===== src/hdl/depth_to_point_backprojection_top_defines.svh =====
// assertion macros shared by the back-projection block
`ifndef DEPTH_TO_POINT_BACKPROJECTION_TOP_DEFINES_SVH
`define DEPTH_TO_POINT_BACKPROJECTION_TOP_DEFINES_SVH

`ifndef NO_ASSERTIONS
// same-cycle implication, disabled during reset
`define DTPB_ASSERT_SAME(lbl, clk, rst, pre, post) \
   lbl: assert property (@(posedge clk) disable iff (rst) (pre) |-> (post)) \
      else $error("dtpb assertion failed");
// next-cycle implication, disabled during reset
`define DTPB_ASSERT_NEXT(lbl, clk, rst, pre, post) \
   lbl: assert property (@(posedge clk) disable iff (rst) (pre) |=> (post)) \
      else $error("dtpb assertion failed");
`else
`define DTPB_ASSERT_SAME(lbl, clk, rst, pre, post)
`define DTPB_ASSERT_NEXT(lbl, clk, rst, pre, post)
`endif

`endif


===== src/hdl/dtpb_pkg.sv =====
// shared types and constants of the depth back-projection block
package dtpb_pkg;

   // configuration register indexes
   localparam int CSR_INDEX_BITS = 3;
   typedef enum logic [CSR_INDEX_BITS-1:0] {
      CSR_DEPTH_LIMIT = 3'd0,
      CSR_SCALE_RECIP = 3'd1,
      CSR_CENTER_X    = 3'd2,
      CSR_CENTER_Y    = 3'd3,
      CSR_INV_FOCAL_X = 3'd4,
      CSR_INV_FOCAL_Y = 3'd5
   } csr_index_type;

   localparam int CSR_DATA_BITS  = 32;
   localparam int DEPTH_BITS     = 16;
   localparam int MASK_BITS      = 8;
   localparam int CHAN_BITS      = 8;
   localparam int PIX_BITS       = 12;
   localparam int CENTER_BITS    = 16;
   localparam int RECIP_BITS     = 32;
   localparam int POINT_BITS     = 32;
   localparam int REQ_TDATA_BITS = 72;
   localparam int RSP_TDATA_BITS = 120;

   // register reset values
   localparam logic [DEPTH_BITS-1:0]  RST_DEPTH_LIMIT = 16'd65535;
   localparam logic [RECIP_BITS-1:0]  RST_SCALE_RECIP = 32'd4294967;
   localparam logic [CENTER_BITS-1:0] RST_CENTER_X    = 16'd5120;
   localparam logic [CENTER_BITS-1:0] RST_CENTER_Y    = 16'd3840;
   localparam logic [RECIP_BITS-1:0]  RST_INV_FOCAL   = 32'd8180890;

   // saturation limits of a signed Q16.16 coordinate
   localparam logic [POINT_BITS-1:0] SAT_POS = 32'h7FFF_FFFF;
   localparam logic [POINT_BITS-1:0] SAT_NEG = 32'h8000_0000;

   typedef struct packed {
      logic [CHAN_BITS-1:0] blue;
      logic [CHAN_BITS-1:0] green;
      logic [CHAN_BITS-1:0] red;
   } color_type;

   typedef struct packed {
      logic [DEPTH_BITS-1:0]  depth_limit;
      logic [RECIP_BITS-1:0]  scale_recip;
      logic [CENTER_BITS-1:0] center_x;
      logic [CENTER_BITS-1:0] center_y;
      logic [RECIP_BITS-1:0]  inv_focal_x;
      logic [RECIP_BITS-1:0]  inv_focal_y;
   } csr_type;

endpackage


===== src/hdl/dtpb_proj.sv =====
// offset times scaled depth, truncation toward zero and saturation
module dtpb_proj #(
   parameter int MAG_BITS = 16
) (
   input  logic                             clock,
   input  logic                             reset,
   input  logic                             pipe_en,
   input  logic                             in_valid,
   input  logic [dtpb_pkg::POINT_BITS-1:0]  z,
   input  logic [dtpb_pkg::POINT_BITS-1:0]  zx,
   input  logic [dtpb_pkg::POINT_BITS-1:0]  zy,
   input  logic                             neg_x,
   input  logic [MAG_BITS-1:0]              mag_x,
   input  logic                             neg_y,
   input  logic [MAG_BITS-1:0]              mag_y,
   input  dtpb_pkg::color_type              color,
   output logic                             out_valid,
   output logic [dtpb_pkg::POINT_BITS-1:0]  point_x,
   output logic [dtpb_pkg::POINT_BITS-1:0]  point_y,
   output logic [dtpb_pkg::POINT_BITS-1:0]  point_z,
   output dtpb_pkg::color_type              color_out
);
   localparam int PROD_BITS = MAG_BITS + dtpb_pkg::POINT_BITS;

   logic                             valid_ff;
   logic [dtpb_pkg::POINT_BITS-1:0]  px_ff, px_in, py_ff, py_in, z_ff;
   dtpb_pkg::color_type              color_ff;

   // magnitude product, drop the Q.4 fraction, then signed saturation
   function automatic logic [dtpb_pkg::POINT_BITS-1:0] project(
      input logic                            neg,
      input logic [MAG_BITS-1:0]             mag,
      input logic [dtpb_pkg::POINT_BITS-1:0] zf
   );
      logic [PROD_BITS-1:0] prod;
      logic [PROD_BITS-1:0] scaled;
      logic                 big;
      prod   = PROD_BITS'(mag) * PROD_BITS'(zf);
      scaled = prod >> 4;
      big    = |scaled[PROD_BITS-1:dtpb_pkg::POINT_BITS-1];
      if (neg) begin
         project = big ? dtpb_pkg::SAT_NEG : (~scaled[dtpb_pkg::POINT_BITS-1:0] + 1'b1);
      end else begin
         project = big ? dtpb_pkg::SAT_POS : scaled[dtpb_pkg::POINT_BITS-1:0];
      end
   endfunction

   assign px_in = project(neg_x, mag_x, zx);
   assign py_in = project(neg_y, mag_y, zy);

   // stage 4
   always_ff @(posedge clock) begin
      if (reset) begin
         valid_ff <= 1'b0;
      end else if (pipe_en) begin
         valid_ff <= in_valid;
      end
   end

   always_ff @(posedge clock) begin
      if (pipe_en) begin
         px_ff    <= px_in;
         py_ff    <= py_in;
         z_ff     <= z;
         color_ff <= color;
      end
   end

   assign out_valid = valid_ff;
   assign point_x   = px_ff;
   assign point_y   = py_ff;
   assign point_z   = z_ff;
   assign color_out = color_ff;
endmodule


===== config.mk =====
export PLATFORM = sky130hd
export DESIGN_NAME = dtpb_proj
export DESIGN_NICKNAME = d
export VERILOG_FILES = /design/src/hdl/depth_to_point_backprojection_top_defines.svh /design/src/hdl/dtpb_pkg.sv /design/src/hdl/dtpb_proj.sv
export SDC_FILE = /design/constraint.sdc
export NUM_CORES = 2
export LEC_CHECK = 0
export BUFFER_PORTS_ARGS = -buffer_cell sky130_fd_sc_hd__buf_4
export CORE_UTILIZATION = 55
export CTS_CLUSTER_SIZE = 25
export DETAILED_ROUTE_END_ITERATION = 16
export PLACE_DENSITY_LB_ADDON = 0.12
export RECOVER_POWER = 100
export SKIP_LAST_GASP = 1
export SLEW_MARGIN = 20
export SYNTH_ARGS = -nofsm -noshare
export SYNTH_HDL_FRONTEND = slang
export SYNTH_SLANG_ARGS = --single-unit

===== constraint.sdc =====
create_clock -name clock -period 8.5 [get_ports clock]
set_input_delay 0.85 -clock clock [delete_from_list [all_inputs] [get_ports clock]]
set_output_delay 0.85 -clock clock [all_outputs]
set_load 0.05 [all_outputs]

==> summary.md <==
| Metric | Value |
|---|---|
| Status | `finished with violations` |
| Failing checks | `max-capacitance violations, max-slew violations` |
| CP max stage delay | `about 600 ps` |
| Vias | `~31000` |
| Vias in the first global route | `approximately 34000` |
| Syn Inst Count | `4502` |
| Clk buf depth | `2` |
| # hold bufs at CTS | `0` |
| Post-synth ARST share | `0%` |
| Port bufs | `between 200 and 300` |
| Fin nets | `between 5000 and 6000` |
| Avg WL per Cell | `19.3 um` |
| Final Hold Fails | `0` |
| Initial Util | `between 50% and 60%` |
| Overall routed net length | `around 110 mm` |
| Unique masters post-synth | `91` |
| Clk pin slew, worst setup/hold paths | `around 60 ps` |
| GRT overflow | `0` |
| Largest net degree at the start of global routing | `between 60 and 70` |
| Clock root buffer | `clkbuf_16` |
| HPWL after DPL | `roughly 85 mm` |
| Final Max Slew Viols | `around 120` |
| Synthesis-stage register bit count | `121` |
| TritonRoute pass-1 iters | `5` |
| Setup_tns | `0 ps` |
| CP startpoint kind | `input pin` |
| Post-detailed-route count of antenna-violating nets | `0` |
| Worst-skew pair later-pin latency | `slightly above 400 ps` |
| Relative slew margins | `-142%` |
| Worst-path cell chain | `buf_4 -> nand2_1 -> fa_1 -> inv_1 -> fa_1 -> fa_1 -> fa_1 -> fa_1 -> inv_1 -> fa_1 -> inv_1 -> ha_1 -> a21oi_1 -> o21ai_1 -> a32oi_1 -> nand4_1 -> o21ai_1 -> a31oi_1 -> xor2_1 -> or4_1 -> or3_1 -> buf_4 -> clkbuf_2 -> o21ai_0` |
| Fin crit period | `between 8000 and 9000 ps` |
| Synth Warn # | `0` |
| Crit path DAT | `approximately 8300 ps` |
| Die Area | `approximately 74000 um^2` |
| Share of layout cells above drive strength 1 | `between 6 and 7%` |
| Clk_skew | `0 ps` |
| MaxCap Viol Count | `2` |
| # DRC | `0` |
| Tot GR Track Use | `30.5%` |
| Routability-driven placement congestion ratio | `0.958` |
| Die width | `approximately 270 um` |
| Syn avg cell area | `about 9 um^2` |
| Critical Path RT | `between 8000 and 9000 ps` |
| RSZ-0062 raised after global routing | `no` |
| Slowest CP cell | `or4_1` |
| Final Cycle Share | `94.2%` |
| Worst path bufs/invs | `6` |
| Hold WC Path Type | `flip-flop to flip-flop` |
| Worst Tran Pin Value | `3630 ps` |
| # rows | `98` |
| FMAX | `0.125 GHz` |
| Synth-to-layout area growth | `7.38%` |
| Vias/cell | `around 5.6` |
| Crit Path Max Fanout | `32` |
| CTS tree | `yes` |
| Post-synthesis sequential area ratio | `approximately 9%` |
| Cell mode on critical path | `fa_1` |
| Setup repair bufs after CTS | `0` |
| Num CTS Buffers | `17` |
| CTS resizes | `0` |
| Final core utilization | `59.7%` |
| Die H | `approximately 270 um` |
| Synth Net Count | `roughly 5700` |
| H-Tree Depth | `4` |
| Setup violations, final | `0` |
| Cell family with most CP delay | `adder cells` |
| Initial detailed-routing violation count | `1780` |
| CP Capture Type | `flip-flop` |
| WS Path Type | `input pin to flip-flop` |
| Synth Cell Area | `39800 um^2` |
| EDFF count, synth | `between 100 and 150` |
| Most used DFF post-synth | `edfxtp_1` |
| First-pass GRT wire length | `~180 mm` |
| I/O pins | `about 280` |
| Initial antenna violation count | `1` |
| Core Area | `~70000 um^2` |
| Sink Count | `roughly 120` |
## tightest hold or removal path: stages, from the launching register on
cell and delay (ps):
dfxtp_1 320, mux2i_1 60, nor2_1 70
## cells in the final DEF (no fill, tap or decap), drive strengths merged, types with 28 or more instances in the layout
cell type | netlist | layout
xnor2 | 37 | 37
nor2 | 92 | 92
buf | 25 | 162
inv | 908 | 913
o22ai | 50 | 50
edfxtp | 120 | 120
nand3 | 41 | 41
a21oi | 117 | 117
nor3 | 68 | 68
ha | 236 | 236
mux2i | 28 | 28
clkbuf | 218 | 200
nand2 | 665 | 665
a21o | 38 | 38
o21ai | 79 | 79
and2 | 522 | 522
fa | 836 | 836
nand4 | 42 | 42
## flip-flops by register name, indices dropped and copies added (netlist names)
register / count
color_out: 24
out_valid: 1
point_x: 32
point_y: 32
point_z: 32
## synthesized netlist by cell type, drive strengths merged, types with 18 or more instances
cell	instances	area, um^2
nor4	23	159
o21a	21	158
mux2i	28	280
xnor2	37	324
fa	836	16700
o21ai	79	395
nor2	92	348
and3	18	113
ha	236	2950
inv	908	3410
a21oi	117	601
mux2	19	214
a21o	38	285
nand3	41	205
nor2b	24	150
edfxtp	120	3600
xor2	23	201
nor3	68	340
a211oi	19	153
o22ai	50	313
nand2	665	2500
clkbuf	218	818
nand4	42	263
and2	522	3270
buf	25	135
## kinds of logic after synthesis
logic type | count (synthesis) | share of synthesized area [%]
AO/OA/AOI/OAI | 464 | 7.72
XOR/XNOR | 60 | 1.32
adder cells (fa/ha/maj) | 1072 | 49.4
buffers and inverters | 1151 | 10.9
flip-flops | 121 | 9.10
multiplexers | 47 | 1.24
AND/OR/NAND/NOR | 1587 | 20.2
## path summary, 6_finish.rpt
kind	from	endpoint	slack (ps)	cells past startpoint
max reg2reg	out_valid$_SDFFE_PP0P_	out_valid$_SDFFE_PP0P_	7870	2
min reg2reg	out_valid$_SDFFE_PP0P_	out_valid$_SDFFE_PP0P_	490	2
min	out_valid$_SDFFE_PP0P_	out_valid$_SDFFE_PP0P_	490	2
max	mag_x[10]	point_x[1]$_DFFE_PP_	490	24
## area by class of cell
| type | instances | area, um^2 |
|---|---|---|
| sequential | 121 | 3620 |
| tap | 950 | 1190 |
| clock buffer | 17 | 425 |
| multi-input combinational | 3230 | 31800 |
| antenna | 1 | 2.50 |
| inverter | 908 | 3410 |
| clock inverter | 15 | 141 |
| fill | 6598 | 28800 |
| timing repair buffer | 345 | 2140 |
## metrics by stage
stage                     cells  instance area [um^2]  hold WS [ps]  setup WS (ps)
final                      5587                 42800           494            489
after global placement     5554                 42700           487            249
after global routing       5586                 42800           548            139
after CTS                  5586                 43300           504            680
after floorplan            4502                 39800           733            715
after detailed placement   5554                 42700           490            253
## layer usage
layer | GRT usage (%) | routed length, um | share of wire (%)
met2 | 56.5 | 57200 | 53
met3 | 3.01 | 5240 | 4.9
met4 | 10.2 | 3910 | 3.6
met5 | 0 | 11 | 0.010
met1 | 37.0 | 41400 | 38
Power is not shown: default switching activity piles up to over one toggle a cycle in this logic, so the estimate is an artifact.
