File: src/hdl/depth_to_point_backprojection_top_defines.svh
// assertion macros shared by the back-projection block
`ifndef DEPTH_TO_POINT_BACKPROJECTION_TOP_DEFINES_SVH
`define DEPTH_TO_POINT_BACKPROJECTION_TOP_DEFINES_SVH

`ifndef NO_ASSERTIONS
// same-cycle implication, disabled during reset
`define DTPB_ASSERT_SAME(lbl, clk, rst, pre, post) \
   lbl: assert property (@(posedge clk) disable iff (rst) (pre) |-> (post)) \
      else $error("dtpb assertion failed");
// next-cycle implication, disabled during reset
`define DTPB_ASSERT_NEXT(lbl, clk, rst, pre, post) \
   lbl: assert property (@(posedge clk) disable iff (rst) (pre) |=> (post)) \
      else $error("dtpb assertion failed");
`else
`define DTPB_ASSERT_SAME(lbl, clk, rst, pre, post)
`define DTPB_ASSERT_NEXT(lbl, clk, rst, pre, post)
`endif

`endif

File: src/hdl/dtpb_pkg.sv
// shared types and constants of the depth back-projection block
package dtpb_pkg;

   // configuration register indexes
   localparam int CSR_INDEX_BITS = 3;
   typedef enum logic [CSR_INDEX_BITS-1:0] {
      CSR_DEPTH_LIMIT = 3'd0,
      CSR_SCALE_RECIP = 3'd1,
      CSR_CENTER_X    = 3'd2,
      CSR_CENTER_Y    = 3'd3,
      CSR_INV_FOCAL_X = 3'd4,
      CSR_INV_FOCAL_Y = 3'd5
   } csr_index_type;

   localparam int CSR_DATA_BITS  = 32;
   localparam int DEPTH_BITS     = 16;
   localparam int MASK_BITS      = 8;
   localparam int CHAN_BITS      = 8;
   localparam int PIX_BITS       = 12;
   localparam int CENTER_BITS    = 16;
   localparam int RECIP_BITS     = 32;
   localparam int POINT_BITS     = 32;
   localparam int REQ_TDATA_BITS = 72;
   localparam int RSP_TDATA_BITS = 120;

   // register reset values
   localparam logic [DEPTH_BITS-1:0]  RST_DEPTH_LIMIT = 16'd65535;
   localparam logic [RECIP_BITS-1:0]  RST_SCALE_RECIP = 32'd4294967;
   localparam logic [CENTER_BITS-1:0] RST_CENTER_X    = 16'd5120;
   localparam logic [CENTER_BITS-1:0] RST_CENTER_Y    = 16'd3840;
   localparam logic [RECIP_BITS-1:0]  RST_INV_FOCAL   = 32'd8180890;

   // saturation limits of a signed Q16.16 coordinate
   localparam logic [POINT_BITS-1:0] SAT_POS = 32'h7FFF_FFFF;
   localparam logic [POINT_BITS-1:0] SAT_NEG = 32'h8000_0000;

   typedef struct packed {
      logic [CHAN_BITS-1:0] blue;
      logic [CHAN_BITS-1:0] green;
      logic [CHAN_BITS-1:0] red;
   } color_type;

   typedef struct packed {
      logic [DEPTH_BITS-1:0]  depth_limit;
      logic [RECIP_BITS-1:0]  scale_recip;
      logic [CENTER_BITS-1:0] center_x;
      logic [CENTER_BITS-1:0] center_y;
      logic [RECIP_BITS-1:0]  inv_focal_x;
      logic [RECIP_BITS-1:0]  inv_focal_y;
   } csr_type;

endpackage

File: src/hdl/dtpb_focal.sv
// depth times inverse focal lengths, one stage
module dtpb_focal #(
   parameter int MAG_BITS = 16
) (
   input  logic                             clock,
   input  logic                             reset,
   input  logic                             pipe_en,
   input  logic                             in_valid,
   input  logic [dtpb_pkg::POINT_BITS-1:0]  z,
   input  logic                             neg_x,
   input  logic [MAG_BITS-1:0]              mag_x,
   input  logic                             neg_y,
   input  logic [MAG_BITS-1:0]              mag_y,
   input  dtpb_pkg::color_type              color,
   input  dtpb_pkg::csr_type                csr,
   output logic                             out_valid,
   output logic [dtpb_pkg::POINT_BITS-1:0]  z_out,
   output logic [dtpb_pkg::POINT_BITS-1:0]  zx,
   output logic [dtpb_pkg::POINT_BITS-1:0]  zy,
   output logic                             neg_x_out,
   output logic [MAG_BITS-1:0]              mag_x_out,
   output logic                             neg_y_out,
   output logic [MAG_BITS-1:0]              mag_y_out,
   output dtpb_pkg::color_type              color_out
);
   localparam int PROD_BITS = dtpb_pkg::POINT_BITS + dtpb_pkg::RECIP_BITS;

   logic                             valid_ff;
   logic [PROD_BITS-1:0]             zx_prod, zy_prod;
   logic [dtpb_pkg::POINT_BITS-1:0]  zx_ff, zx_in, zy_ff, zy_in, z_ff;
   logic                             negx_ff, negy_ff;
   logic [MAG_BITS-1:0]              magx_ff, magy_ff;
   dtpb_pkg::color_type              color_ff;

   // Q16.16 times Q0.32, keep Q16.16
   assign zx_prod = PROD_BITS'(z) * PROD_BITS'(csr.inv_focal_x);
   assign zy_prod = PROD_BITS'(z) * PROD_BITS'(csr.inv_focal_y);
   assign zx_in   = zx_prod[PROD_BITS-1 -: dtpb_pkg::POINT_BITS];
   assign zy_in   = zy_prod[PROD_BITS-1 -: dtpb_pkg::POINT_BITS];

   // stage 3
   always_ff @(posedge clock) begin
      if (reset) begin
         valid_ff <= 1'b0;
      end else if (pipe_en) begin
         valid_ff <= in_valid;
      end
   end

   always_ff @(posedge clock) begin
      if (pipe_en) begin
         zx_ff    <= zx_in;
         zy_ff    <= zy_in;
         z_ff     <= z;
         negx_ff  <= neg_x;
         negy_ff  <= neg_y;
         magx_ff  <= mag_x;
         magy_ff  <= mag_y;
         color_ff <= color;
      end
   end

   assign out_valid = valid_ff;
   assign z_out     = z_ff;
   assign zx        = zx_ff;
   assign zy        = zy_ff;
   assign neg_x_out = negx_ff;
   assign mag_x_out = magx_ff;
   assign neg_y_out = negy_ff;
   assign mag_y_out = magy_ff;
   assign color_out = color_ff;
endmodule

File: config.mk
export PLATFORM = sky130hd
export DESIGN_NAME = dtpb_focal
export DESIGN_NICKNAME = d
export VERILOG_FILES = /design/src/hdl/depth_to_point_backprojection_top_defines.svh /design/src/hdl/dtpb_pkg.sv /design/src/hdl/dtpb_focal.sv
export SDC_FILE = /design/constraint.sdc
export NUM_CORES = 2
export LEC_CHECK = 0
export BUFFER_PORTS_ARGS = -buffer_cell sky130_fd_sc_hd__buf_2
export CAP_MARGIN = 10
export CORE_AREA = 5 5 360 362
export DETAILED_ROUTE_END_ITERATION = 16
export DIE_AREA = 0 0 365 367
export PLACE_DENSITY = 0.74
export SLEW_MARGIN = 20
export SYNTH_ARGS = -nofsm -noshare
export SYNTH_HDL_FRONTEND = slang
export SYNTH_SLANG_ARGS = --single-unit
File: constraint.sdc
create_clock -name clock -period 9.8 [get_ports clock]
set_input_delay 0.49 -clock clock [delete_from_list [all_inputs] [get_ports clock]]
set_output_delay 0.49 -clock clock [all_outputs]
set_load 0.03 [all_outputs]
==> results.md <==
* Most frequent cells in the layout: sky130_fd_sc_hd__fa_1 (1790), sky130_fd_sc_hd__inv_1 (1752), sky130_fd_sc_hd__and2_1 (1201)
* Critical path launch point: z[13]
* Area of combinational cells with multiple inputs at 56900 sq um
* Final Cycle Share at 0.855
* Setup crit start kind: primary input
* Port Buffer Count at 312
* Critical register-to-register path startpoint: out_valid
* Overall Global Routing Usage at 0.282
* CTS tree: built
* Path category of the worst min-delay check: primary input to register
* Remaining max-slew budget at the tightest pin at 0.324
* Antenna Violating Nets Remaining at 0
* DP Cell Count at 8925
* Placeable Area at 126000 sq um
* Layout cell share with drive strength beyond 1 at 0.0609
* Least setup slack across all paths after layout at 1.42 ns
* Initial Util at 0.553
* Setup Total Neg Slack at 0 ns
* Run status: finished clean
* Clock buffers created by TritonCTS at 17
* DRC violation total after the first TritonRoute iteration at 2857
* Setup repair after global routing missed its margin: no
* Fraction of registers with async set or reset after synthesis at 0
* Die span in x at 365 um
* Transition time at the pin with the least slew margin at 1.01 ns
* Pin count of the biggest net entering global routing at 82
* Count of fill cells added during filler insertion at 10800
* Worst slack after detailed placement at 0.910 ns
* Critical path data arrival time at 8.68 ns
* Post-detail-place hpwl at 141000 um
* Area of the die at 134000 sq um
* Total area of sequential cells at 4640 sq um
* Max-cap violation count at 0
* Clock transition at the registers of the reported paths at 0.09 ns
* Vias per cell at 5.48
* Post-synthesis instance area at 69900 sq um
* Most area-hungry cell type in the Yosys netlist: sky130_fd_sc_hd__fa_1
* Yosys synthesis warning count at 0
* Number of different library cells in the post-synthesis netlist at 74
* Most common library cell in the layout ignoring fill and taps: sky130_fd_sc_hd__fa_1
* Classification of the worst setup path: primary input to register
* Postcts setup bufs at 0
* Number of detailed-route iterations in the first pass at 7
* Clk sink count at 155
* Clock latency at the later pin of the worst-skew pair at 0.56 ns
* Ports at 393
* Flop and latch count out of synthesis at 155
* PostCTS Resize Cnt at 0
* Top achievable clock speed at 119 MHz
* Gate count of the mapped netlist at 7315
* Die extent in y at 367 um
* Via count of the first global-routing pass at 55600
* Main area contributors after synthesis: sky130_fd_sc_hd__fa_1 (51%), sky130_fd_sc_hd__and2_1 (11%), sky130_fd_sc_hd__inv_1 (9.4%)
* Worst Path Required at 10.10 ns
* Area growth from synthesis to layout at 4.66%
* Slew Limit Fails at 0
* Number of enable flip-flop cells after synthesis at 154
* Share of the yosys chip area belonging to registers at 0.0665
* Final Routed Wirelength at 178000 um
* Number of antenna violations at the first check in global routing at 15
* Master cell of the clock root buffer: sky130_fd_sc_hd__clkbuf_16
* Worst Min Path Start: reset
* Total count of hold-check failures in the final report at 0
* Buffers from clock root to sink, at most at 2
* Largest fanout on the critical path at 33
* CP endpoint kind: register
* Setup clock skew after layout at 0 ns
* DRC violations left at 0
* Avg Cell Area, Syn at 9.55 sq um
* H-tree depth at 4
* Hold-fix buffers at CTS at 0
* Final-stage net count at 9830
* Gpl congestion at 0.884
* Non-filler cells in the finished layout at 8964
* Remaining global-route overflow at 0
* Global-route wire length before repair at 296000 um
* Post-synth top area share at 0.513
* Standard-cell rows at 131
* Syn_nets at 9863
* Synth Flop Type: sky130_fd_sc_hd__edfxtp_1
* Final setup viols at 0
* Average routed wire per standard cell at 19.9 um
* Post-layout minimum cycle time at 8.38 ns
* Via count at 49100
-- metrics by stage --
step / util / instance area (sq um) / hold WS [ns]
floorplan: - / 69900 / 0.562
global placement: 0.573 / 72500 / 0.470
detailed placement: 0.573 / 72500 / 0.478
CTS: 0.578 / 73100 / 0.0457
global route: 0.578 / 73100 / 0.0709
finish: 0.579 / 73100 / 0.0766
-- worst max-delay path: stages --
cell,delay [ns]
sky130_fd_sc_hd__buf_2,0.56
sky130_fd_sc_hd__buf_4,0.56
sky130_fd_sc_hd__and2_1,0.24
sky130_fd_sc_hd__fa_1,0.42
sky130_fd_sc_hd__fa_1,0.50
sky130_fd_sc_hd__fa_1,0.53
sky130_fd_sc_hd__inv_1,0.05
sky130_fd_sc_hd__fa_1,0.47
sky130_fd_sc_hd__inv_1,0.05
sky130_fd_sc_hd__fa_1,0.50
sky130_fd_sc_hd__inv_1,0.05
sky130_fd_sc_hd__fa_1,0.53
sky130_fd_sc_hd__inv_1,0.05
sky130_fd_sc_hd__fa_1,0.47
sky130_fd_sc_hd__inv_1,0.05
sky130_fd_sc_hd__fa_1,0.47
sky130_fd_sc_hd__inv_1,0.04
sky130_fd_sc_hd__ha_1,0.30
sky130_fd_sc_hd__nand2_1,0.13
sky130_fd_sc_hd__nor3_1,0.29
sky130_fd_sc_hd__o311a_1,0.39
sky130_fd_sc_hd__o21ai_2,0.17
sky130_fd_sc_hd__a21boi_0,0.29
sky130_fd_sc_hd__o21ai_0,0.21
sky130_fd_sc_hd__and2_1,0.23
sky130_fd_sc_hd__o21ai_0,0.41
sky130_fd_sc_hd__a311oi_1,0.17
-- Yosys cell counts (3+ instances only) --
library cell                number
sky130_fd_sc_hd__a211oi_1       10
sky130_fd_sc_hd__a21o_1         52
sky130_fd_sc_hd__a21oi_1       115
sky130_fd_sc_hd__a311oi_1        3
sky130_fd_sc_hd__a31oi_1         7
sky130_fd_sc_hd__and2_1       1201
sky130_fd_sc_hd__and3_1         12
sky130_fd_sc_hd__and4_1          4
sky130_fd_sc_hd__buf_1          12
sky130_fd_sc_hd__buf_4           3
sky130_fd_sc_hd__buf_6           7
sky130_fd_sc_hd__clkbuf_1      413
sky130_fd_sc_hd__edfxtp_1      154
sky130_fd_sc_hd__fa_1         1790
sky130_fd_sc_hd__ha_1          520
sky130_fd_sc_hd__inv_1        1752
sky130_fd_sc_hd__nand2_1       908
sky130_fd_sc_hd__nand2b_1        4
sky130_fd_sc_hd__nand3_1        25
sky130_fd_sc_hd__nand4_1        29
sky130_fd_sc_hd__nor2_1         45
sky130_fd_sc_hd__nor2b_1         6
sky130_fd_sc_hd__nor3_1         11
sky130_fd_sc_hd__o2111ai_1       3
sky130_fd_sc_hd__o211ai_1        7
sky130_fd_sc_hd__o21a_1         11
sky130_fd_sc_hd__o21ai_0        48
sky130_fd_sc_hd__o21ba_2         4
sky130_fd_sc_hd__o21bai_1       30
sky130_fd_sc_hd__o22ai_1         3
sky130_fd_sc_hd__o31ai_1         4
sky130_fd_sc_hd__xnor2_1        33
sky130_fd_sc_hd__xor2_1         34
-- cell type report --
type / count / share of cell area
Inverter: 1752 / 0.0899
Timing Repair Buffer: 383 / 0.0303
Clock buffer: 17 / 0.00582
Clock inverter: 15 / 0.00286
Sequential cell: 155 / 0.0635
Multi-Input combinational cell: 4973 / 0.779
Tap cell: 1662 / 0.0284
Antenna cell: 7 / 0.000240
-- metal layers --
metal | global-route usage | routed length (um)
met1 | 0.356 | 67700
met2 | 0.483 | 89400
met5 | 0 | 36
met3 | 0.0504 | 13000
met4 | 0.114 | 8120
-- final timing paths --
check / to / slack, ns / cells past startpoint
min: out_valid / 0.08 / 2
min reg2reg: out_valid / 0.50 / 2
max reg2reg: out_valid / 9.21 / 2
max: zy[14] / 1.42 / 27
-- kinds of logic (layout without fill, tap and decap cells) --
group,Yosys count,count (layout),synth area share
DFF,155,155,0.0665
AOI/OAI and AO/OA,337,337,0.0325
buffers and inverters,2187,2167,0.118
xor gates and xnor gates,67,67,0.00840
other,0,7,0
adders and majority gates,2310,2310,0.606
and+or+nand+nor,2256,2256,0.168
muxes,3,3,0.000448
-- flip-flops by register name (all words and copies together) (netlist names) --
register,cells
z_out,32
zx,32
zy,32
color_out,24
mag_x_out,16
mag_y_out,16
neg_x_out,1
neg_y_out,1
out_valid,1
Power is left out: the tool's default activity adds up to more than one toggle a clock period on the data nets, which glitch-free logic cannot reach.
