$ cat src/hdl/depth_to_point_backprojection_top_defines.svh
// assertion macros shared by the back-projection block
`ifndef DEPTH_TO_POINT_BACKPROJECTION_TOP_DEFINES_SVH
`define DEPTH_TO_POINT_BACKPROJECTION_TOP_DEFINES_SVH

`ifndef NO_ASSERTIONS
// same-cycle implication, disabled during reset
`define DTPB_ASSERT_SAME(lbl, clk, rst, pre, post) \
   lbl: assert property (@(posedge clk) disable iff (rst) (pre) |-> (post)) \
      else $error("dtpb assertion failed");
// next-cycle implication, disabled during reset
`define DTPB_ASSERT_NEXT(lbl, clk, rst, pre, post) \
   lbl: assert property (@(posedge clk) disable iff (rst) (pre) |=> (post)) \
      else $error("dtpb assertion failed");
`else
`define DTPB_ASSERT_SAME(lbl, clk, rst, pre, post)
`define DTPB_ASSERT_NEXT(lbl, clk, rst, pre, post)
`endif

`endif

$ cat src/hdl/dtpb_skid.sv
// output register with skid stage, ready upstream comes from a register
module dtpb_skid #(
   parameter int WIDTH = 120
) (
   input  logic             clock,
   input  logic             reset,
   input  logic             in_valid,
   output logic             in_ready,
   input  logic [WIDTH-1:0] in_data,
   output logic             out_valid,
   input  logic             out_ready,
   output logic [WIDTH-1:0] out_data
);
   logic             main_valid_ff, main_valid_in;
   logic             skid_valid_ff, skid_valid_in;
   logic [WIDTH-1:0] main_data_ff, main_data_in;
   logic [WIDTH-1:0] skid_data_ff, skid_data_in;

   assign in_ready = !skid_valid_ff;

   // main register refills from skid first, else from upstream
   always_comb begin
      main_valid_in = main_valid_ff;
      main_data_in  = main_data_ff;
      skid_valid_in = skid_valid_ff;
      skid_data_in  = skid_data_ff;
      if (!main_valid_ff || out_ready) begin
         if (skid_valid_ff) begin
            main_valid_in = 1'b1;
            main_data_in  = skid_data_ff;
            skid_valid_in = 1'b0;
         end else begin
            main_valid_in = in_valid;
            main_data_in  = in_data;
         end
      end else if (in_valid && in_ready) begin
         skid_valid_in = 1'b1;
         skid_data_in  = in_data;
      end
   end

   always_ff @(posedge clock) begin
      if (reset) begin
         main_valid_ff <= 1'b0;
         skid_valid_ff <= 1'b0;
      end else begin
         main_valid_ff <= main_valid_in;
         skid_valid_ff <= skid_valid_in;
      end
   end

   always_ff @(posedge clock) begin
      main_data_ff <= main_data_in;
      skid_data_ff <= skid_data_in;
   end

   assign out_valid = main_valid_ff;
   assign out_data  = main_data_ff;
endmodule
$ cat config.mk
export PLATFORM = sky130hd
export DESIGN_NAME = dtpb_skid
export DESIGN_NICKNAME = d
export VERILOG_FILES = /design/src/hdl/depth_to_point_backprojection_top_defines.svh /design/src/hdl/dtpb_skid.sv
export SDC_FILE = /design/constraint.sdc
export NUM_CORES = 1
export LEC_CHECK = 0
export BUFFER_PORTS_ARGS = -buffer_cell sky130_fd_sc_hd__buf_2
export CAP_MARGIN = 40
export CORE_MARGIN = 2
export CORE_UTILIZATION = 40
export CTS_CLUSTER_DIAMETER = 30
export DETAILED_ROUTE_END_ITERATION = 12
export HOLD_SLACK_MARGIN = 0.1
export PLACE_DENSITY = 0.71
export SYNTH_ARGS = -nofsm -noshare
export SYNTH_HDL_FRONTEND = slang
export SYNTH_SLANG_ARGS = --single-unit
$ cat constraint.sdc
create_clock -name clock -period 37.2 [get_ports clock]
set_input_delay 7.44 -clock clock [delete_from_list [all_inputs] [get_ports clock]]
set_output_delay 7.44 -clock clock [all_outputs]
set_load 0.01 [all_outputs]
==> results of run 1 <==
-- kinds of logic (layout without fill, tap and decap cells) --
group | after synthesis | count (layout) | synth area share (%)
DFF | 242 | 242 | 80.5
muxes | 120 | 120 | 17.8
buffers and inverters | 15 | 336 | 1.44
and+or+nand+nor | 4 | 4 | 0.250
AOI/OAI and AO/OA | 1 | 1 | 0.0555
-- cell usage in the layout, fill, tap and decap left out --
cell type	count
buf_2	245
edfxtp_1	240
mux2_4	67
mux2_2	53
clkbuf_16	47
inv_6	8
clkinv_4	7
clkinv_2	7
buf_4	5
clkinvlp_4	4
bufinv_16	4
clkinv_1	3
buf_16	3
clkbuf_1	2
nand2b_4	1
inv_1	1
nor3b_2	1
nor2_1	1
a21oi_1	1
nor3_1	1
dfxtp_1	1
dfxtp_4	1
-- final cells by class --
| type | instances | area (um2) | area share [%] |
|---|---|---|---|
| Sequential cell | 242 | 7250 | 59.9 |
| Multi-Input combinational cell | 125 | 1640 | 13.6 |
| Timing Repair Buffer | 253 | 1350 | 11.1 |
| Clock buffer | 49 | 1180 | 9.78 |
| Tap cell | 280 | 350 | 2.89 |
| Clock inverter | 33 | 328 | 2.71 |
| Inverter | 1 | 3.75 | 0.0310 |
-- state kept, by name, indices dropped and copies added, names as in the netlist --
signal         cells
out_data         120
out_valid          1
skid_data_ff     120
skid_valid_ff      1
-- how the worst max path moves through the flow --
stage                          from                         end  slack (ns)
after floorplan           out_ready   skid_data_ff[0]$_DFFE_PP_       17.03
after global placement    out_ready  skid_data_ff[16]$_DFFE_PP_       27.06
after detailed placement  out_ready  skid_data_ff[23]$_DFFE_PP_       26.95
after CTS                 out_ready  skid_data_ff[49]$_DFFE_PP_       27.47
after global routing      out_ready  skid_data_ff[48]$_DFFE_PP_       27.35
final                     out_ready  skid_data_ff[50]$_DFFE_PP_       27.52
-- report_power, final --
| group | leakage, uW | internal (uW) | switching, uW | total, uW |
|---|---|---|---|---|
| Clock | 0.000736 | 260 | 134 | 394 |
| Sequential | 0.00235 | 316 | 3.59 | 320 |
| Combinational | 0.00169 | 20.9 | 21.2 | 42.1 |
-- per-stage QoR --
step                      hold slack, ns  cells
after floorplan                    0.523    382
after global placement             0.528    898
after detailed placement           0.533    901
after CTS                          0.540    983
after global routing               0.550    983
final                              0.540    983
-- metal layers --
layer,part of all wire [%],wire length (um),vias up
li1,-,-,2124
met4,1.8,312,0
met5,0,0,-
met2,48,8430,193
met3,8.9,1550,29
met1,41,7150,2244
==> flow_metrics.py, run 1 <==
metrics = {
    "clock_network": {
        "clock-sinks": 242,
        "path_clk_slew_ns": 0.05,
        "ctsResizeCount": 0,
        "clock_latency_ns": 0.51,
        "cts_made_buffers": 45,
        "cts.path.max_buffers": 3,
        "hold_buffers": 0,
        "cts_max_level": 2,
        "cts_tree": "done",
        "root_buffer": "clkbuf_16",
        "post_cts_buffers": 0,
    },
    "pwr": {
        "power.static_leakage_uw": 0.00478,
        "p_total_uw": 756,
        "p_per_area_mw_per_mm2": 62.5,
        "irDropWorstVdd_mv": 0.0402,
    },
    "die": {
        "num_io_pins": 246,
        "initial_core_util_pct": 41.0,
        "die_y_um": 154,
        "fp.dieW_um": 154,
        "row_count": 54,
        "die-area_mm2": 0.0237,
        "core_area_mm2": 0.0220,
    },
    "routing": {
        "routed_wl_mm": 17.4,
        "dr.pass1.iters": 4,
        "drtAntennaViolNets": 0,
        "viasPerCell": 4.67,
        "drc": 0,
        "wl_per_cell_um": 17.7,
        "vias": 4590,
        "drt-initial-drc-count": 242,
    },
    "layout": {
        "area_growth_pct": 34.4,
        "drive_gt1_share_pct": 64.4,
        "fillers": 1690,
        "fin_util_pct": 55.1,
        "fin_area_mm2": 0.0121,
        "nets": 792,
        "diodes": 0,
    },
    "logic_synthesis": {
        "synth_top_area_share_pct": 80.0,
        "synth_edf_count": 240,
        "syn_nets": 506,
        "yosys_warnings": 0,
        "yosysUniqueCellTypes": 12,
        "seq_area_frac_synth_pct": 80.5,
        "netlist_area_mm2": 0.00901,
        "synth_ff_type": "edfxtp_1",
        "ys_ff_latch": 242,
        "postSynthCellCount": 382,
        "synth-async-reset-ratio_pct": 0,
        "yosysMostFrequentCell": "edfxtp_1",
        "synth_area_leader_cell": "edfxtp_1",
        "synth.top_cells.by_count": "edfxtp_1 (240), mux2_4 (67), mux2_2 (53), buf_6 (9), buf_2 (5)",
        "synthTopCellsByArea": "edfxtp_1 (80%), mux2_4 (11%), mux2_2 (6.6%)",
        "syn_area_per_cell_um2": 23.6,
    },
    "setup_path": {
        "critical-path-max-stage-delay_ns": 0.81,
        "regToRegStartpoint": "out_valid$_SDFFE_PP0P_",
        "crit_path_frequent_cell": "buf_4",
        "slowest_stage": "buf_4",
        "r2r-end": "skid_data_ff[48]$_DFFE_PP_",
        "ff2ff_setup_slack_ns": 34.24,
        "path_depth": 5,
        "crit_path_end_kind": "register",
        "crit_path_start_kind": "input pin",
        "r2r_cells": 4,
        "path_buf_inv": 3,
        "path_cells": "buf_2, nand2b_4, nor3b_2, buf_4, buf_4",
        "cp.arrival_ns": 9.81,
        "cp_max_fo": 66,
        "critical_path_class": "input pin to register",
        "critPathTopFamily": "buffers and inverters",
        "cp_data_required_time_ns": 37.33,
    },
    "hold_path": {
        "worstHoldStart": "skid_data_ff[62]$_DFFE_PP_",
        "min_delay_path_depth": 1,
        "hold_end": "out_data[62]$_DFFE_PP_",
        "min_path_type": "register to register",
    },
    "sta": {
        "layout_min_cycle_time_ns": 9.68,
        "final_max_slew_viol_count": 0,
        "setup_viol": 0,
        "final-hold-violation-count": 0,
        "skew_ns": 0.0148,
        "clock.fmax_ghz": 0.103,
        "setup_tns_ns": 0,
        "tightest_slew_ns": 0.901,
        "rsz0062_at_grt": "no",
        "timing.final.ws_setup_ns": 27.52,
        "slew_headroom_pct": 39.9,
        "timing.final.crit_share_pct": 26.0,
    },
    "status": {
        "status": "complete, no violations",
    },
    "grt": {
        "use_met3_pct": 5.83,
        "busiest_layer": "met2",
        "grt_pass1_wl_mm": 26.2,
        "grt_use_met1_pct": 16.3,
        "antenna_found_initial": 0,
        "grt_pass1_vias": 4969,
        "overflow": 0,
        "track_usage_pct": 14.0,
        "grt_max_degree": 67,
        "grtUsageMet2_pct": 23.3,
    },
    "placed_design": {
        "dp_slack_ns": 26.95,
        "place.gp.congestion": 0.726,
        "placed_cell_area_mm2": 0.0106,
        "port_buffers": 245,
        "dpl.hpwl_mm": 11.3,
    },
    "run": {
        "drv_cap": 0,
    },
}
No activity file was read; power rests on OpenSTA's default activity.
==> run 2: changes to the inputs <==
Settings changed: PLACE_DENSITY 0.71 to 0.73.
Clock period 37.2 ns to 8 ns, I/O delays scaled along.
==> run 2 against run 1 <==
- clock skew fell by 0.0025 ns
- utilization rose by 0.70 points
- sequential power rose to 4.7 times the previous value
- via count rose by 1.7%
- combinational power rose to 4.6 times the previous value
==> flow_metrics.py, run 2 (synthesis gave the netlist of run 1 again) <==
metrics = {
    "status": {
        "status": "complete, no violations",
    },
    "layout": {
        "nets": 795,
        "drive_gt1_share_pct": 64.1,
        "fillers": 1659,
        "multi_input_area_mm2": 0.00165,
        "layout_commonest_cell": "buf_2",
        "area_growth_pct": 36.1,
        "fin_cells": 991,
        "fin_util_pct": 55.8,
        "final_cell_mix": "buf_2 (245), edfxtp_1 (240), mux2_4 (67)",
        "regArea_mm2": 0.00725,
    },
    "sta": {
        "setup_viol": 0,
        "clock.fmax_ghz": 0.292,
        "skew_ns": 0.0123,
        "timing.final.ws_setup_ns": 4.57,
        "timing.final.crit_share_pct": 42.9,
        "layout_min_cycle_time_ns": 3.43,
        "rsz0062_at_grt": "no",
        "setup_tns_ns": 0,
        "slew_headroom_pct": 41.2,
        "final_max_slew_viol_count": 0,
        "tightest_slew_ns": 0.882,
        "final-hold-violation-count": 0,
        "hold_ws_ns": 0.539,
    },
    "routing": {
        "drtAntennaViolNets": 0,
        "drc": 0,
        "routed_wl_mm": 17.6,
        "dr.pass1.iters": 4,
        "viasPerCell": 4.71,
        "wl_per_cell_um": 17.8,
        "drt-initial-drc-count": 215,
        "vias": 4669,
    },
    "placed_design": {
        "port_buffers": 245,
        "place_inst": 901,
        "dpl.hpwl_mm": 11.6,
        "dp_slack_ns": 4.00,
        "place.gp.congestion": 0.720,
    },
    "die": {
        "initial_core_util_pct": 41.0,
        "fp.dieW_um": 154,
        "die_y_um": 154,
        "core_area_mm2": 0.0220,
        "die-area_mm2": 0.0237,
        "num_io_pins": 246,
        "row_count": 54,
    },
    "grt": {
        "track_usage_pct": 14.5,
        "grt_pass1_vias": 5154,
        "overflow": 0,
        "antenna_found_initial": 1,
        "grt_pass1_wl_mm": 27.1,
        "grt_max_degree": 66,
    },
    "clock_network": {
        "cts_made_buffers": 48,
        "post_cts_buffers": 0,
        "ctsResizeCount": 0,
        "clock_latency_ns": 0.52,
        "cts.path.max_buffers": 3,
        "clock-sinks": 242,
        "root_buffer": "clkbuf_16",
        "cts_tree": "done",
        "cts_max_level": 2,
        "path_clk_slew_ns": 0.05,
        "hold_buffers": 0,
    },
    "setup_path": {
        "crit_path_end_kind": "register",
        "cp_data_required_time_ns": 8.14,
        "critical_path_class": "input pin to register",
        "cp-endpoint": "skid_data_ff[41]$_DFFE_PP_",
        "r2r_cells": 5,
        "crit_path_start_kind": "input pin",
        "ff2ff_setup_slack_ns": 5.44,
        "worstSetupStartpoint": "out_ready",
        "regToRegStartpoint": "out_valid$_SDFFE_PP0P_",
        "cp_max_fo": 65,
        "r2r-end": "skid_data_ff[41]$_DFFE_PP_",
        "cp.arrival_ns": 3.57,
    },
    "hold_path": {
        "min_path_type": "register to register",
        "worstHoldStart": "skid_data_ff[15]$_DFFE_PP_",
    },
    "run": {
        "drv_cap": 0,
    },
    "pwr": {
        "clkPwrFrac_pct": 54.5,
        "share_comb_of_total_power_pct": 5.3,
        "irDropWorstVdd_mv": 0.197,
        "seq_power_share_pct": 40.3,
        "p_int_uw": 2960,
        "swShare_pct": 20.0,
        "p_per_area_mw_per_mm2": 302,
        "power.static_leakage_uw": 0.00484,
        "p_sw_uw": 740,
    },
}
[run 2: worst min-delay path by stage]
stage | to | slack (ns) | cells past startpoint
2_1_floorplan | out_data[117]$_DFFE_PP_ | 0.52 | 1
3_3_place_gp | out_data[35]$_DFFE_PP_ | 0.53 | 1
3_5_place_dp | out_data[75]$_DFFE_PP_ | 0.53 | 1
4_1_cts | out_data[86]$_DFFE_PP_ | 0.54 | 1
5_1_grt | out_data[86]$_DFFE_PP_ | 0.55 | 1
6_report | out_data[15]$_DFFE_PP_ | 0.54 | 1
[run 2: cell type report]
class,count,share of cell area [%]
diodes,1,0.0204
clock buffers,55,10.3
clock inverters,34,3.29
inverters,1,0.0306
multi-input cells,125,13.5
flip-flops and latches,242,59.1
well taps,280,2.86
repair buffers,253,10.9
[run 2: through the flow]
stage	power, uW	instance area, um2
after floorplan	1610	9020
after global placement	1700	10500
after detailed placement	1710	10600
after CTS	3740	12300
after global routing	3830	12300
final	3700	12300
[run 2: power by group through the flow]
stage	clock network, uW	registers (uW)	logic [uW]
2_1_floorplan	0	1540	67.8
3_3_place_gp	0	1510	187
3_5_place_dp	0	1510	198
4_1_cts	2050	1490	199
5_1_grt	2130	1490	210
6_report	2010	1490	195
[run 2: layer usage]
metal | track usage, % | wire, um | up-vias
li1 | - | - | 2131
met1 | 16.6 | 7020 | 2292
met2 | 24.3 | 8600 | 190
met3 | 5.27 | 1350 | 56
met4 | 6.85 | 633 | 0
met5 | 0 | 0 | -
[run 2: worst max-delay path, stage by stage]
cell	delay, ns
buf_2	0.10
nand2b_4	0.21
buf_16	0.23
nor3b_4	0.21
buf_4	0.38
buf_4	0.75
==> run 3: changes to the inputs <==
Clock period 8 ns to 3.1 ns, I/O delays scaled along.
==> run 3 against run 2 <==
- count of clock-buffer cells in the layout decreased by 3
- clock power is 130% higher
- final cell count shrank 1.0%
- die area unchanged
- design area decreased by 1.5%
- critical endpoint is now in_ready
==> flow_metrics.py, run 3 (synthesis gave the netlist of run 1 again) <==
metrics = {
    "hold_path": {
        "min_path_type": "input pin to register",
    },
    "grt": {
        "grt_pass1_vias": 5055,
        "use_met3_pct": 5.07,
        "antenna_found_initial": 2,
        "grt_use_met1_pct": 17.3,
        "grtUsageMet2_pct": 23.8,
        "overflow": 0,
        "grt_max_degree": 123,
        "grt_pass1_wl_mm": 26.7,
        "busiest_layer": "met2",
        "track_usage_pct": 14.3,
    },
    "layout": {
        "regArea_mm2": 0.00725,
        "drive_gt1_share_pct": 62.6,
        "diodes": 0,
        "final_cell_mix": "buf_2 (245), edfxtp_1 (240), mux2_4 (67)",
        "multi_input_area_mm2": 0.00165,
        "fin_area_mm2": 0.0121,
        "area_growth_pct": 34.1,
        "nets": 790,
        "layout_commonest_cell": "buf_2",
        "fin_util_pct": 55.0,
        "fillers": 1688,
    },
    "sta": {
        "setup_viol": 0,
        "tightest_slew_ns": 0.720,
        "timing.final.crit_share_pct": 71.2,
        "clock.fmax_ghz": 0.453,
        "final-hold-violation-count": 0,
        "timing.final.ws_setup_ns": 0.892,
        "rsz0062_at_grt": "no",
        "layout_min_cycle_time_ns": 2.21,
        "final_max_slew_viol_count": 0,
        "slew_headroom_pct": 52.0,
        "setup_tns_ns": 0,
        "skew_ns": 0.0112,
    },
    "setup_path": {
        "cp_data_required_time_ns": 2.48,
        "crit_path_start_kind": "register",
        "critical-path-max-stage-delay_ns": 0.82,
        "crit_path_end_kind": "primary output",
        "slowest_stage": "dfxtp_4",
        "cp_max_fo": 45,
        "cp.arrival_ns": 1.59,
        "path_cells": "inv_1, buf_2",
        "critPathTopFamily": "flip-flops",
        "path_buf_inv": 2,
        "critical_path_class": "register to primary output",
    },
    "die": {
        "die-area_mm2": 0.0237,
        "initial_core_util_pct": 41.0,
        "fp.dieW_um": 154,
        "row_count": 54,
        "num_io_pins": 246,
        "core_area_mm2": 0.0220,
        "die_y_um": 154,
    },
    "routing": {
        "drc": 0,
        "routed_wl_mm": 17.5,
        "drtAntennaViolNets": 0,
        "viasPerCell": 4.71,
        "vias": 4621,
        "drt-initial-drc-count": 161,
        "wl_per_cell_um": 17.9,
        "dr.pass1.iters": 6,
    },
    "pwr": {
        "irDropWorstVdd_mv": 0.718,
        "power.static_leakage_uw": 0.00476,
        "p_total_uw": 9040,
        "p_per_area_mw_per_mm2": 749,
    },
    "placed_design": {
        "placed_cell_area_mm2": 0.0106,
        "port_buffers": 245,
        "place.gp.congestion": 0.757,
        "dp_slack_ns": 1.08,
        "dpl.hpwl_mm": 11.3,
    },
    "status": {
        "status": "complete, no violations",
    },
    "run": {
        "drv_cap": 0,
    },
    "clock_network": {
        "cts.path.max_buffers": 3,
        "root_buffer": "clkbuf_16",
        "path_clk_slew_ns": 0.05,
        "clock-sinks": 242,
        "cts_tree": "done",
        "cts_made_buffers": 46,
        "ctsResizeCount": 0,
        "hold_buffers": 0,
        "post_cts_buffers": 0,
        "cts_max_level": 2,
        "clock_latency_ns": 0.52,
    },
}
run 3: changes by cell type in the layout (fill, tap and decap cells not counted), sizes merged:
cell / previous run / this run
diode: 1 / 0
clkbuf: 55 / 52
clkinv: 16 / 23
buf: 253 / 250
bufinv: 8 / 5
clkinvlp: 7 / 1
inv: 4 / 3
run 3: final cells by class:
cell class | count | area share (%)
Tap cell | 280 | 2.90
Clock buffer | 52 | 9.72
Sequential cell | 242 | 60.0
Clock inverter | 31 | 2.66
Inverter | 1 | 0.0311
Multi-Input combinational cell | 125 | 13.7
Timing Repair Buffer | 250 | 11.0
run 3: metrics by stage:
stage                     hold slack (ns)  std cells
final                               0.267        981
after global placement              0.528        898
after floorplan                     0.523        382
after detailed placement            0.533        898
after global routing                0.254        981
after CTS                           0.242        981
run 3: worst register-to-register path: stages (launching register included):
cell     delay, ns
dfxtp_4       0.82
buf_12        0.37
mux2_2        0.41
run 3: worst paths after layout:
check / from / to / slack (ns) / cells after the start
worst max-delay path: skid_valid_ff$_SDFFE_PP0P_ / in_ready / 0.89 / 2
worst min-delay path: reset / skid_valid_ff$_SDFFE_PP0P_ / 0.27 / 2
worst max register to register: skid_valid_ff$_SDFFE_PP0P_ / out_data[35]$_DFFE_PP_ / 1.25 / 2
worst min register to register: skid_data_ff[116]$_DFFE_PP_ / out_data[116]$_DFFE_PP_ / 0.54 / 1
run 3: layer usage:
metal	up-vias	part of all wire, %
met5	-	0.057
met4	2	2.1
li1	2118	-
met3	34	8.2
met1	2280	41
met2	187	49
run 3: power by group:
| group | switching (uW) | internal (uW) | total (uW) |
|---|---|---|---|
| Combinational | 248 | 250 | 498 |
| Sequential | 50.4 | 3800 | 3850 |
| Clock | 1570 | 3130 | 4700 |
